## src/rtl/jsu_pkg.sv

```systemverilog
// types, codes and helper functions of the json string unescaper
package jsu_pkg;

  typedef enum logic [1:0] {
    PH_WAIT = 2'd0,
    PH_STR  = 2'd1,
    PH_ESC  = 2'd2,
    PH_HEX  = 2'd3
  } phase_t;

  localparam logic [1:0] KIND_DATA  = 2'd0;
  localparam logic [1:0] KIND_CLOSE = 2'd1;
  localparam logic [1:0] KIND_ERROR = 2'd2;

  localparam logic [2:0] ERR_NO_QUOTE = 3'd0;
  localparam logic [2:0] ERR_UNTERM   = 3'd1;
  localparam logic [2:0] ERR_ESCAPE   = 3'd2;
  localparam logic [2:0] ERR_HEX      = 3'd3;
  localparam logic [2:0] ERR_CONTROL  = 3'd4;

  localparam logic [7:0] CH_QUOTE   = 8'h22;
  localparam logic [7:0] CH_BSLASH  = 8'h5C;
  localparam logic [7:0] CH_U       = 8'h75;
  localparam logic [7:0] CTRL_LIMIT = 8'h20;

  localparam logic [15:0] CP_ONE_LIMIT = 16'h0080;
  localparam logic [15:0] CP_TWO_LIMIT = 16'h0800;
  localparam logic [7:0]  LEAD_TWO     = 8'hC0;
  localparam logic [7:0]  LEAD_THREE   = 8'hE0;
  localparam logic [7:0]  CONT_MARK    = 8'h80;

  typedef struct packed {
    phase_t      phase;
    logic [1:0]  hex_seen;
    logic [15:0] code_point;
  } dec_state_t;

  localparam dec_state_t DEC_RESET = '{phase: PH_WAIT, hex_seen: 2'd0, code_point: 16'd0};

  typedef struct packed {
    logic [7:0] byte0;
    logic [7:0] byte1;
    logic [7:0] byte2;
    logic [1:0] count;
    logic [1:0] kind;
    logic [2:0] error_code;
  } result_t;

  // bit 4 set means not a hex digit
  function automatic logic [4:0] hex_value(input logic [7:0] c);
    logic [4:0] v;
    if (c >= 8'h30 && c <= 8'h39) begin
      v = {1'b0, 4'(c - 8'h30)};
    end else if (c >= 8'h61 && c <= 8'h66) begin
      v = {1'b0, 4'(c - 8'h57)};
    end else if (c >= 8'h41 && c <= 8'h46) begin
      v = {1'b0, 4'(c - 8'h37)};
    end else begin
      v = 5'h10;
    end
    return v;
  endfunction

  // bit 8 set means unknown escape letter
  function automatic logic [8:0] escape_byte(input logic [7:0] c);
    logic [8:0] v;
    unique case (c)
      8'h22:   v = 9'h022;
      8'h5C:   v = 9'h05C;
      8'h2F:   v = 9'h02F;
      8'h62:   v = 9'h008;
      8'h66:   v = 9'h00C;
      8'h6E:   v = 9'h00A;
      8'h72:   v = 9'h00D;
      8'h74:   v = 9'h009;
      default: v = 9'h100;
    endcase
    return v;
  endfunction

endpackage

```

## src/rtl/jsu_step.sv

```systemverilog
// next-state and result logic for one text byte
module jsu_step (
  input  jsu_pkg::dec_state_t st,
  input  logic [7:0]          in_byte,
  input  logic                end_of_text,
  output jsu_pkg::dec_state_t st_next,
  output jsu_pkg::result_t    res,
  output logic                res_valid
);
  import jsu_pkg::*;

  logic [4:0]  hv;
  logic [8:0]  ev;
  logic [15:0] cp;

  assign hv = hex_value(in_byte);
  assign ev = escape_byte(in_byte);
  assign cp = {st.code_point[11:0], hv[3:0]};

  always_comb begin
    st_next   = st;
    res       = '0;
    res_valid = 1'b0;
    unique case (st.phase)
      PH_WAIT: begin
        if (!end_of_text) begin
          if (in_byte == CH_QUOTE) begin
            st_next.phase = PH_STR;
          end else begin
            res_valid      = 1'b1;
            res.kind       = KIND_ERROR;
            res.error_code = ERR_NO_QUOTE;
          end
        end
      end
      PH_STR: begin
        if (end_of_text) begin
          st_next        = DEC_RESET;
          res_valid      = 1'b1;
          res.kind       = KIND_ERROR;
          res.error_code = ERR_UNTERM;
        end else if (in_byte == CH_QUOTE) begin
          st_next.phase = PH_WAIT;
          res_valid     = 1'b1;
          res.kind      = KIND_CLOSE;
        end else if (in_byte == CH_BSLASH) begin
          st_next.phase = PH_ESC;
        end else if (in_byte < CTRL_LIMIT) begin
          st_next        = DEC_RESET;
          res_valid      = 1'b1;
          res.kind       = KIND_ERROR;
          res.error_code = ERR_CONTROL;
        end else begin
          res_valid = 1'b1;
          res.byte0 = in_byte;
          res.count = 2'd1;
        end
      end
      PH_ESC: begin
        if (end_of_text) begin
          st_next        = DEC_RESET;
          res_valid      = 1'b1;
          res.kind       = KIND_ERROR;
          res.error_code = ERR_UNTERM;
        end else if (in_byte == CH_U) begin
          st_next.phase      = PH_HEX;
          st_next.hex_seen   = 2'd0;
          st_next.code_point = 16'd0;
        end else if (ev[8]) begin
          st_next        = DEC_RESET;
          res_valid      = 1'b1;
          res.kind       = KIND_ERROR;
          res.error_code = ERR_ESCAPE;
        end else begin
          st_next.phase = PH_STR;
          res_valid     = 1'b1;
          res.byte0     = ev[7:0];
          res.count     = 2'd1;
        end
      end
      PH_HEX: begin
        if (end_of_text) begin
          st_next        = DEC_RESET;
          res_valid      = 1'b1;
          res.kind       = KIND_ERROR;
          res.error_code = ERR_UNTERM;
        end else if (hv[4]) begin
          st_next        = DEC_RESET;
          res_valid      = 1'b1;
          res.kind       = KIND_ERROR;
          res.error_code = ERR_HEX;
        end else if (st.hex_seen != 2'd3) begin
          st_next.code_point = cp;
          st_next.hex_seen   = st.hex_seen + 2'd1;
        end else begin
          st_next       = DEC_RESET;
          st_next.phase = PH_STR;
          res_valid     = 1'b1;
          if (cp < CP_ONE_LIMIT) begin
            res.byte0 = cp[7:0];
            res.count = 2'd1;
          end else if (cp < CP_TWO_LIMIT) begin
            res.byte0 = LEAD_TWO | {3'b000, cp[10:6]};
            res.byte1 = CONT_MARK | {2'b00, cp[5:0]};
            res.count = 2'd2;
          end else begin
            res.byte0 = LEAD_THREE | {4'b0000, cp[15:12]};
            res.byte1 = CONT_MARK | {2'b00, cp[11:6]};
            res.byte2 = CONT_MARK | {2'b00, cp[5:0]};
            res.count = 2'd3;
          end
        end
      end
      default: begin
        st_next = DEC_RESET;
      end
    endcase
  end

endmodule

```

## src/rtl/json_string_unescape.sv

```systemverilog
// top level: streaming json string literal unescaper with utf-8 output
// a byte is captured in the input register, decoded from there, and its result word is captured in the result register
// throughput: one text byte per cycle while the output is not stalled, bounded by the decoder state update
// bytes that produce no result (opening quote, backslash, the u, first hex digits) leave no output word
// reset: synchronous active-high rst empties both registers and returns the decoder
// to waiting for an opening quote with the hex count and code point cleared
module json_string_unescape (
  input  logic       clk,
  input  logic       rst,
  // input channel
  input  logic       in_valid,
  output logic       in_stall,
  input  logic [7:0] in_byte,
  input  logic       end_of_text,
  // output channel
  output logic       out_valid,
  input  logic       out_stall,
  output logic [7:0] byte0,
  output logic [7:0] byte1,
  output logic [7:0] byte2,
  output logic [1:0] count,
  output logic [1:0] kind,
  output logic [2:0] error_code
);
  import jsu_pkg::*;

  // input register
  logic       in_reg_valid;
  logic [7:0] in_reg_byte;
  logic       in_reg_eot;

  // decoder state, updated once per byte leaving the input register
  dec_state_t st;
  dec_state_t st_next;

  // result register
  result_t    res_q;
  result_t    res_next;
  logic       res_fire;

  logic       advance;

  // the result register can take a new word when empty or being drained
  assign advance  = !out_valid || !out_stall;
  // the input register only holds when its word cannot move on
  assign in_stall = in_reg_valid && !advance;

  always_ff @(posedge clk) begin
    if (rst) begin
      in_reg_valid <= 1'b0;
    end else if (!in_stall) begin
      in_reg_valid <= in_valid;
    end
  end

  // payload, no reset needed
  always_ff @(posedge clk) begin
    if (!in_stall && in_valid) begin
      in_reg_byte <= in_byte;
      in_reg_eot  <= end_of_text;
    end
  end

  jsu_step u_step (
    .st          (st),
    .in_byte     (in_reg_byte),
    .end_of_text (in_reg_eot),
    .st_next     (st_next),
    .res         (res_next),
    .res_valid   (res_fire)
  );

  // state moves only when the byte is actually consumed
  always_ff @(posedge clk) begin
    if (rst) begin
      st <= DEC_RESET;
    end else if (in_reg_valid && advance) begin
      st <= st_next;
    end
  end

  always_ff @(posedge clk) begin
    if (rst) begin
      out_valid <= 1'b0;
    end else if (advance) begin
      out_valid <= in_reg_valid && res_fire;
    end
  end

  always_ff @(posedge clk) begin
    if (advance && in_reg_valid && res_fire) begin
      res_q <= res_next;
    end
  end

  assign byte0      = res_q.byte0;
  assign byte1      = res_q.byte1;
  assign byte2      = res_q.byte2;
  assign count      = res_q.count;
  assign kind       = res_q.kind;
  assign error_code = res_q.error_code;

endmodule

```

## config.mk

```make
export PLATFORM = sky130hd
export DESIGN_NAME = json_string_unescape
export DESIGN_NICKNAME = d
export VERILOG_FILES = /design/src/rtl/jsu_pkg.sv /design/src/rtl/jsu_step.sv /design/src/rtl/json_string_unescape.sv
export SDC_FILE = /design/constraint.sdc
export NUM_CORES = 1
export LEC_CHECK = 0
export ABC_CLOCK_PERIOD_IN_PS = 5400
export BUFFER_PORTS_ARGS = -buffer_cell sky130_fd_sc_hd__buf_2
export CAP_MARGIN = 10
export CORE_MARGIN = 4
export CORE_UTILIZATION = 50
export DETAILED_ROUTE_END_ITERATION = 7
export PLACE_DENSITY_LB_ADDON = 0.15
export SYNTH_ARGS = -nofsm -noshare
export SYNTH_HDL_FRONTEND = slang
export SYNTH_SLANG_ARGS = --single-unit
```

## constraint.sdc

```tcl
create_clock -name clk -period 5.4 [get_ports clk]
set_input_delay 0.27 -clock clk [delete_from_list [all_inputs] [get_ports clk]]
set_output_delay 0.27 -clock clk [all_outputs]
set_load 0.1 [all_outputs]
```

==> metrics.md <==
| Metric | Value |
|---|---|
| Max stage delay cell, worst path | `and2_1` |
| Hold-fix buffers, CTS | `0` |
| Clk_lat worst skew | `0.31 ns` |
| Critical Path Source Type | `register` |
| DRT iter0 DRCs | `291` |
| Mapped Cells | `301` |
| Status | `finished, final reports clean` |
| Initial Utilization | `52.4%` |
| Number of synthesized flops with an enable pin | `38` |
| Crit path max fanout | `15` |
| Seq cells post-synth | `56` |
| IO Count | `46` |
| Clk buf depth | `2` |
| Critical path arrival | `3.30 ns` |
| ANT cells | `0` |
| DRC errors left | `0` |
| TritonCTS buffer count | `5` |
| Rows | `27` |
| Most frequent cells in the layout | `43 x buf_2, 38 x edfxtp_1, 37 x nor2_1, 28 x nand2_1, 22 x a21oi_1` |
| Core area | `5610 sq um` |
| Yosys cell types | `57` |
| Clock power share | `27.1%` |
| Antenna violations before repair | `0` |
| Gate power share | `13.8%` |
| Post-synth ARST share | `0%` |
| Placer Congestion | `0.936` |
| Die W | `84.7 um` |
| Sw Ratio | `28.6%` |
| NetSw | `0.232 mW` |
| Min-Delay Path Class | `in2reg` |
| Final worst setup slack | `2.30 ns` |
| VDD IR max | `124 uV` |
| Routed vias/inst | `5.85` |
| Total power density per cell area | `249 nW/um^2` |
| Final net count | `356` |
| First-pass GRT wire length | `11200 um` |
| Min Tclk post-route | `3.10 ns` |
| Layout cell share with drive strength beyond 1 | `21.2%` |
| Clk sink count | `56` |
| Largest net degree at the start of global routing | `23` |
| Pins Over Slew Limit | `0` |
| Setup TNS | `0 ns` |
| Max-Cap Viols | `0` |
| Internal Power | `0.580 mW` |
| F_max | `322 MHz` |
| Fin crit share | `57.5%` |
| Mapped Area | `2940 sq um` |
| Post-synthesis area per instance | `9.76 sq um` |
| Port bufs | `43` |
| # Post-CTS Setup Buffers | `0` |
| CP Capture Type | `register` |
| Die area | `7170 sq um` |
| Layout area overhead | `11.2%` |
| Final HPWL DP | `5040 um` |
| Required time worst endpoint | `5.60 ns` |
| Dpl ws | `2.30 ns` |
| Final setup violation count | `0` |
| Clock Tree Root | `clkbuf_8` |
| Crit path cell chain | `inv_1, ha_1, a31o_2, a2111oi_2, a21o_1, and2_1, mux2_1` |
| CTS H-Tree Depth | `2` |
| Top_reg_cell synth | `edfxtp_1` |
| Synth Warn # | `0` |
| Chip height | `84.7 um` |
| CTS tree | `yes` |
| CTS resizes | `0` |
| Worst-Margin Slew | `0.737 ns` |
| Commonest non-fill, non-tap cell in the layout | `buf_2` |
| Drt first pass iters | `5` |
| Total Routing Usage GR | `19.5%` |
| Vias in the first global route | `2152` |
| Remaining global-route overflow | `0` |
| Unrepaired setup endpoints after global routing | `no` |
| Static Leak | `1.17 nW` |
| Final ANT Viol Nets | `0` |
| Worst-path clk slew | `0.09 ns` |
| Seq pwr share | `59.1%` |
| Max_slew headroom | `50.8%` |
| Final WL | `6760 um` |
| CP Class | `reg2reg` |
| Worst clock skew | `0.00772 ns` |
| Final total power | `0.813 mW` |
| CP max stage delay | `0.53 ns` |
| Drt wl/cell | `16.5 um` |
| Via count | `2403` |
| Final hold violation count | `0` |
| Fill cell count | `540` |
| Seq/Total Area, Yosys | `51.1%` |
[synth_stat cells, types with 2 or more instances]
cell	number	area, sq um
nor4bb_1	2	20.0
clkbuf_1	11	41.3
or2_2	3	18.8
o21ai_1	8	40.0
nand3b_1	5	37.5
a21o_1	2	15.0
nand4b_1	2	17.5
a21oi_1	22	110
nand3_1	6	30.0
a22oi_1	2	15.0
dfxtp_1	18	360
a31o_2	3	26.3
nor2_1	38	143
edfxtp_1	38	1140
nor2b_1	4	25.0
or3b_2	4	35.0
nand2_1	28	105
mux2_2	2	22.5
buf_4	3	22.5
mux2i_1	2	20.0
buf_6	2	22.5
nor3_1	7	35.0
inv_1	8	30.0
and3_1	5	31.3
nand4_1	11	68.8
o211ai_1	2	15.0
and2_1	3	18.8
or3_1	2	12.5
nand2b_1	14	87.6
a211oi_1	5	37.5
a211o_1	2	17.5
ha_1	5	62.6
o21a_1	2	15.0
o21ai_0	7	35.0
[worst paths after layout]
| kind | start | to | slack [ns] | cells after the start |
|---|---|---|---|---|
| worst max register to register | in_reg_byte[0] | st[1] | 2.30 | 7 |
| worst min register to register | st[17] | st[17] | 0.48 | 2 |
| worst min-delay path | in_byte[2] | in_reg_byte[2] | 0.13 | 1 |
| worst max-delay path | in_reg_byte[0] | st[1] | 2.30 | 7 |
[per-layer routing]
metal,vias to the layer above,part of all wire (%),global-route usage (%)
met2,103,44,29.8
met5,-,0,0
met4,0,1.3,4.32
met1,1118,47,28.6
met3,9,7.6,4.12
li1,1173,-,-
[area by class of cell]
cell class	count	area [sq um]	share of cell area, %
Sequential cell	56	1500	45.9
Multi-Input combinational cell	221	1320	40.5
Timing Repair Buffer	46	238	7.27
Tap cell	72	90.1	2.76
Clock buffer	5	68.8	2.10
Inverter	8	30.0	0.918
Clock inverter	3	18.8	0.574
[worst max-delay path: cells and delay by family (launching register included)]
kind / cells / cell delay, ns
AND/OR/NAND/NOR: 1 / 0.53
adder cells (fa/ha/maj): 1 / 0.28
buffers and inverters: 1 / 0.13
AO/OA/AOI/OAI: 3 / 1.18
multiplexers: 1 / 0.37
flip-flops: 1 / 0.48
[power by group through the flow]
stage	Sequential (mW)	Combinational (mW)	Clock, mW
finish	0.480	0.112	0.221
global route	0.482	0.116	0.249
CTS	0.480	0.112	0.226
detailed placement	0.490	0.112	0
global placement	0.489	0.111	0
floorplan	0.544	0.0376	0
[sequential cells by signal, summed over array words and instances (netlist names)]
name,count
kind,2
out_valid,1
in_reg_byte,8
count,2
byte1,7
in_reg_valid,1
st,16
byte2,7
error_code,3
byte0,8
in_reg_eot,1
[cells by family after synthesis]
family,Yosys count,synth area share [%]
AO/OA/AOI/OAI,67,15.0
adder cells (fa/ha/maj),5,2.13
other,1,0.128
AND/OR/NAND/NOR,142,25.7
multiplexers,5,1.83
flip-flops,56,51.1
buffers and inverters,25,4.13
[metrics by stage]
stage	util, %	hold slack, ns	std cells	cell area (sq um)
2_1_floorplan	-	0.369	302	2940
3_3_place_gp	56.6	0.448	402	3170
3_5_place_dp	56.6	0.448	402	3170
4_1_cts	58.2	0.130	410	3260
5_1_grt	58.3	0.114	411	3270
6_report	58.3	0.132	411	3270
No activity file was read; power rests on OpenSTA's default activity.
